`src/hw/rtl/sacd_pkg.sv`:
```
// Shared constants and types for the set-associative cache directory.
package sacd_pkg;

  localparam int unsigned AddrBits   = 32;
  localparam int unsigned OffsetBits = 3;
  localparam int unsigned SetBits    = 14;
  localparam int unsigned NumWays    = 4;
  localparam int unsigned CountBits  = 32;

  localparam int unsigned TagLsb   = OffsetBits + SetBits;
  localparam int unsigned TagBits  = AddrBits - TagLsb;
  localparam int unsigned NumSets  = 2 ** SetBits;
  localparam int unsigned WayBits  = $clog2(NumWays);
  localparam int unsigned RankBits = WayBits;
  localparam int unsigned LineBits = TagBits + SetBits;

  typedef enum logic [1:0] {
    OutcomeHit      = 2'd0,
    OutcomeCold     = 2'd1,
    OutcomeConflict = 2'd2
  } outcome_e;

  typedef logic [NumWays-1:0][TagBits-1:0] tag_row_t;

  typedef struct packed {
    logic [NumWays-1:0]               valid;
    logic [NumWays-1:0]               dirty;
    logic [NumWays-1:0][RankBits-1:0] rank;
  } set_stat_t;

  typedef struct packed {
    outcome_e              outcome;
    logic [WayBits-1:0]    way;
    logic                  fill_line;
    logic                  evict_dirty;
    logic [LineBits-1:0]   victim_line;
  } access_res_t;

endpackage

```
`src/hw/rtl/sacd_update.sv`:
```
// Lookup, victim choice and LRU/valid/dirty/tag update for one set.
module sacd_update (
  input  logic                         write_i,
  input  logic [sacd_pkg::TagBits-1:0] tag_i,
  input  logic [sacd_pkg::SetBits-1:0] set_i,
  input  sacd_pkg::set_stat_t          stat_i,
  input  sacd_pkg::tag_row_t           tags_i,
  output sacd_pkg::set_stat_t          stat_o,
  output sacd_pkg::tag_row_t           tags_o,
  output sacd_pkg::access_res_t        res_o
);

  logic                           hit;
  logic                           empty;
  logic [sacd_pkg::WayBits-1:0]   hit_way;
  logic [sacd_pkg::WayBits-1:0]   empty_way;
  logic [sacd_pkg::WayBits-1:0]   lru_way;
  logic [sacd_pkg::WayBits-1:0]   way;
  logic [sacd_pkg::RankBits-1:0]  old_rank;

  always_comb begin
    hit       = 1'b0;
    hit_way   = '0;
    empty     = 1'b0;
    empty_way = '0;
    lru_way   = '0;
    for (int k = 0; k < sacd_pkg::NumWays; k++) begin
      if (!hit && stat_i.valid[k] && (tags_i[k] == tag_i)) begin
        hit     = 1'b1;
        hit_way = sacd_pkg::WayBits'(k);
      end
      if (!empty && !stat_i.valid[k]) begin
        empty     = 1'b1;
        empty_way = sacd_pkg::WayBits'(k);
      end
    end
    // strict compare keeps the lowest way on a tie
    for (int k = 1; k < sacd_pkg::NumWays; k++) begin
      if (stat_i.rank[k] > stat_i.rank[lru_way]) begin
        lru_way = sacd_pkg::WayBits'(k);
      end
    end

    res_o = '0;
    if (hit) begin
      way            = hit_way;
      old_rank       = stat_i.rank[hit_way];
      res_o.outcome  = sacd_pkg::OutcomeHit;
    end else if (empty) begin
      way            = empty_way;
      old_rank       = sacd_pkg::RankBits'(sacd_pkg::NumWays - 1);
      res_o.outcome  = sacd_pkg::OutcomeCold;
      res_o.fill_line = !write_i;
    end else begin
      way               = lru_way;
      old_rank          = stat_i.rank[lru_way];
      res_o.outcome     = sacd_pkg::OutcomeConflict;
      res_o.fill_line   = !write_i;
      res_o.evict_dirty = stat_i.dirty[lru_way];
      res_o.victim_line = {tags_i[lru_way], set_i};
    end
    res_o.way = way;

    stat_o = stat_i;
    tags_o = tags_i;
    for (int k = 0; k < sacd_pkg::NumWays; k++) begin
      if ((sacd_pkg::WayBits'(k) != way) && stat_i.valid[k] && (stat_i.rank[k] < old_rank)) begin
        stat_o.rank[k] = stat_i.rank[k] + 1'b1;
      end
    end
    stat_o.rank[way]  = '0;
    stat_o.valid[way] = 1'b1;
    if (hit) begin
      stat_o.dirty[way] = stat_i.dirty[way] | write_i;
    end else begin
      stat_o.dirty[way] = write_i;
      tags_o[way]       = tag_i;
    end
  end

endmodule

```
`config.mk`:
```
export PLATFORM = sky130hd
export DESIGN_NAME = sacd_update
export DESIGN_NICKNAME = d
export VERILOG_FILES = /design/src/hw/rtl/sacd_pkg.sv /design/src/hw/rtl/sacd_update.sv
export SDC_FILE = /design/constraint.sdc
export NUM_CORES = 1
export LEC_CHECK = 0
export ABC_AREA = 0
export BUFFER_PORTS_ARGS = -buffer_cell sky130_fd_sc_hd__buf_4
export CORE_MARGIN = 10
export CORE_UTILIZATION = 48
export DETAILED_ROUTE_END_ITERATION = 6
export GPL_ROUTABILITY_DRIVEN = 0
export PLACE_DENSITY = 0.88
export SYNTH_ARGS = -nofsm -noshare
export SYNTH_HDL_FRONTEND = slang
export SYNTH_SLANG_ARGS = --single-unit
export TNS_END_PERCENT = 100
```
`constraint.sdc`:
```
create_clock -name vclk -period 9.18
set_clock_uncertainty 0.2 [all_clocks]
set_input_delay 0.459 -clock vclk [all_inputs]
set_output_delay 0.459 -clock vclk [all_outputs]
set_load 0.05 [all_outputs]
```
# == Word level (Yosys, flattened, before mapping) ==
# Cells that the tools add are included.
# Widths: inputs -> output; s select.
# classes
addsub,4
order_cmp,13
eq_ne,7
n_mux,54
bitwise_logic,4
n_reduce_logical,29
# op_table
cell,n
$bwmux 60,1
$eq 15x15->1,4
$mux 60,1
$mux 2,21
$mux 31,1
$bmux 15 s2,1
$demux 15 s2,1
$mux 15,2
$mux 30,1
$logic_and 1x1->1,19
$bmux 2 s2,4
$lt 2x3->1 const B,5
$mux 1,14
$logic_not 1->1,9
$add 2x1->2 const B,4
$and 8x8->8,1
$bwmux 4,2
$lt 2x2->1,4
$not 8->8,1
$gt 2x2->1,3
$bmux 1 s2,2
$demux 2 s2,1
$mux 4,1
$ne 2x2->1 const A,2
6 further kinds,6
# word_totals
regBits,0
in_bits,106
out_inout_bits,111
wordCells,111

# == Depth between registers and ports, before layout ==
# logic_depth
word_depth,22
ltp_mapped,21
mapped_depth_nobuf,21

# == Worst setup path before layout ==
# OpenSTA, ideal clock, no wires.
# synth_timing
path_kind,input to output
start,in stat_i[2] in the netlist's numbering
end,out stat_o[2] in the netlist's numbering
t_arrival_ns,4.786
t_required_ns,8.521
setup_slack_ns,3.735
path_stages,20
path_buffers,0
path_cell_list,inv_1 -> ha_1 -> nor3b_1 -> a221oi_1 -> and2_1 -> ha_1 -> nand2_1 -> o21a_1 -> nor2_1 -> a21oi_1 -> ha_1 -> nor2b_1 -> o21ai_0 -> a21oi_1 -> o21ai_0 -> ha_1 -> nand2b_1 -> nor3_1 -> a21o_1 -> a311oi_1
# synth_lines
item,line_no,text
"start, declared",sacd_update.sv:6,"input sacd_pkg::set_stat_t stat_i,"
"end, declared",sacd_update.sv:8,"output sacd_pkg::set_stat_t stat_o,"

==> summary.md <==
| Metric | Value |
|---|---|
| First-pass GRT wire length | `approximately 22000 um` |
| Drt drc | `0` |
| Place WS | `approximately 3500 ps` |
| Area leader, netlist | `xnor2_1` |
| Share of layout cells above drive strength 1 | `48.51%` |
| GRT Residual Overflow | `0` |
| Core box area | `6350 sq um` |
| Crit path largest cell delay | `approximately 840 ps` |
| Worst Hold Class | `in2out` |
| Commonest cells post-synth | `xnor2_1, nor2_1, mux2_2` |
| Most frequent CP cell | `ha_1` |
| Fmax | `~180 MHz` |
| Hold Path Cell Cnt | `3` |
| Post-synth top area share | `roughly 17%` |
| RSZ-0062 raised after global routing | `no` |
| Syn. warnings | `0` |
| Leak | `between 2 and 2.5 nW` |
| PortBufs | `approximately 220` |
| Post-CTS Setup Inserts | `0` |
| Vias post-DR | `approximately 4200` |
| Tmin final | `between 5000 and 6000 ps` |
| First-pass DRT Iterations | `5` |
| Worst path slowest cell | `and3_1` |
| Mapped Area | `~3100 sq um` |
| Initial antenna violation count | `0` |
| Worst Tran Pin Value | `approximately 1200 ps` |
| Reg area | `0 sq um` |
| Total power | `0.4734 mW` |
| Syn_nets | `537` |
| Site row count | `29` |
| Total wire length | `roughly 15000 um` |
| Die width | `roughly 100 um` |
| CP cell instances | `buf_4 > inv_1 > ha_1 > mux2i_1 > a221oi_1 > and2_1 > ha_1 > nand2_1 > o21a_1 > nor2_1 > a21oi_1 > ha_1 > nor2b_1 > o21a_1 > o311ai_0 > and3_1 > mux2_2 > buf_4` |
| CP max FO | `16` |
| DR WL/cell | `21.77 um` |
| Final period util | `roughly three fifths` |
| Slew margin rel. | `between 20% and 30%` |
| Final slew viol count | `0` |
| Largest net degree at the start of global routing | `35` |
| Drt initial violations | `between 200 and 300` |
| Crit path launch type | `input port` |
| Seq/Total Area, Yosys | `0%` |
| DR vias/cell | `6.144` |
| Pwr dens | `between 100 and 150 nW/um^2` |
| Die area | `roughly 10000 sq um` |
| HPWL Detailed | `between 10000 and 15000 um` |
| Post_cts resized | `0` |
| Endpoints failing setup | `0` |
| Outcome | `finished, final reports clean` |
| CLK BUF | `0` |
| Max-Cap Viols | `0` |
| I/O pins | `217` |
| Setup TNS | `0 ps` |
| CP arrival | `approximately 5000 ps` |
| Final nets | `723` |
| Synth area leaders | `xnor2_1, mux2_2, nand4_1, nor2_1, mux2i_1` |
| Area occupied by multi-input gates | `2877 sq um` |
| Seq_cells | `0` |
| CP Capture Type | `output pin` |
| Req. time, crit path | `between 8000 and 9000 ps` |
| Cts hold-fix bufs | `0` |
| Diodes inserted | `0` |
| Most frequent cell after synthesis | `xnor2_1` |
| Post-DRT Antenna Nets | `0` |
| Synth-to-layout area growth | `49.66%` |
| Setup ws final | `~3500 ps` |
| Die height | `100.6 um` |
| Mapped Avg Cell Area | `between 7 and 8 sq um` |
| Initial Utilization | `approximately half` |
| Distinct cell type count after synthesis | `48` |
| Gate Count Post-Synth | `420` |
| Total track usage | `a little over a quarter` |
| Hold Violations, Final | `0` |
| Setup CP Type | `in2out` |
| Maximum vdd ir drop | `0.07654 mV` |
| # fillers | `498` |
| Vias in the first global route | `~4400` |
[final timing paths]
kind	startpoint	endpoint	slack, ps
worst max-delay path	stat_i[1]	tags_o[10]	3500
worst min-delay path	write_i	res_o[30]	1050
[critical path: cells and delay by family]
kind	cells	cell delay, ps
buffers and inverters	3	360
and+or+nand+nor	5	1360
AOI/OAI and AO/OA	5	1510
muxes	2	580
adders and majority gates	3	740
[per-layer routing]
layer / global-route usage [%] / vias to the layer above / share of wire [%]
li1: - / 1909 / -
met1: 26.53 / 1930 / 34
met2: 48.21 / 293 / 50
met3: 8.848 / 52 / 12
met4: 11.20 / 0 / 4.1
met5: 0 / - / 0
[layout make-up]
type	count	share of cell area, %
inverters	12	1.018
multi-input cells	372	61.57
repair buffers	220	35.35
well taps	77	2.062
[power breakdown]
part | leakage, nW | switching [mW] | total (mW) | internal, mW
Sequential | 0 | 0 | 0 | 0
Combinational | 2.23 | 0.301 | 0.473 | 0.172
Clock | 0 | 0 | 0 | 0
[stage by stage]
stage / utilization, % / hold WS (ps) / cell area [sq um] / cells
2_1_floorplan: - / 893.7 / 3122 / 420
3_3_place_gp: 73.58 / 1055 / 4672 / 681
3_5_place_dp: 73.58 / 1044 / 4672 / 681
4_1_cts: 73.58 / 1044 / 4672 / 681
5_1_grt: 73.58 / 1064 / 4672 / 681
6_report: 73.58 / 1048 / 4672 / 681
[cell families after synthesis]
family / Yosys count / synth area share (%)
buffers and inverters: 48 / 8.176
AND/OR/NAND/NOR: 146 / 24.89
XOR/XNOR: 63 / 17.68
AO/OA/AOI/OAI: 71 / 15.15
multiplexers: 81 / 29.70
adder cells (fa/ha/maj): 11 / 4.409
[cells in the final DEF, fill, tap and decap left out, types with 11 or more instances in the layout]
master    instances
nor2_1           53
mux2_2           48
xnor2_1          62
nand4_1          32
a211oi_1         16
ha_1             11
buf_4           220
mux2i_1          18
inv_1            11
a21oi_1          22
and3_1           15
Power figures use the tool's default switching activity.
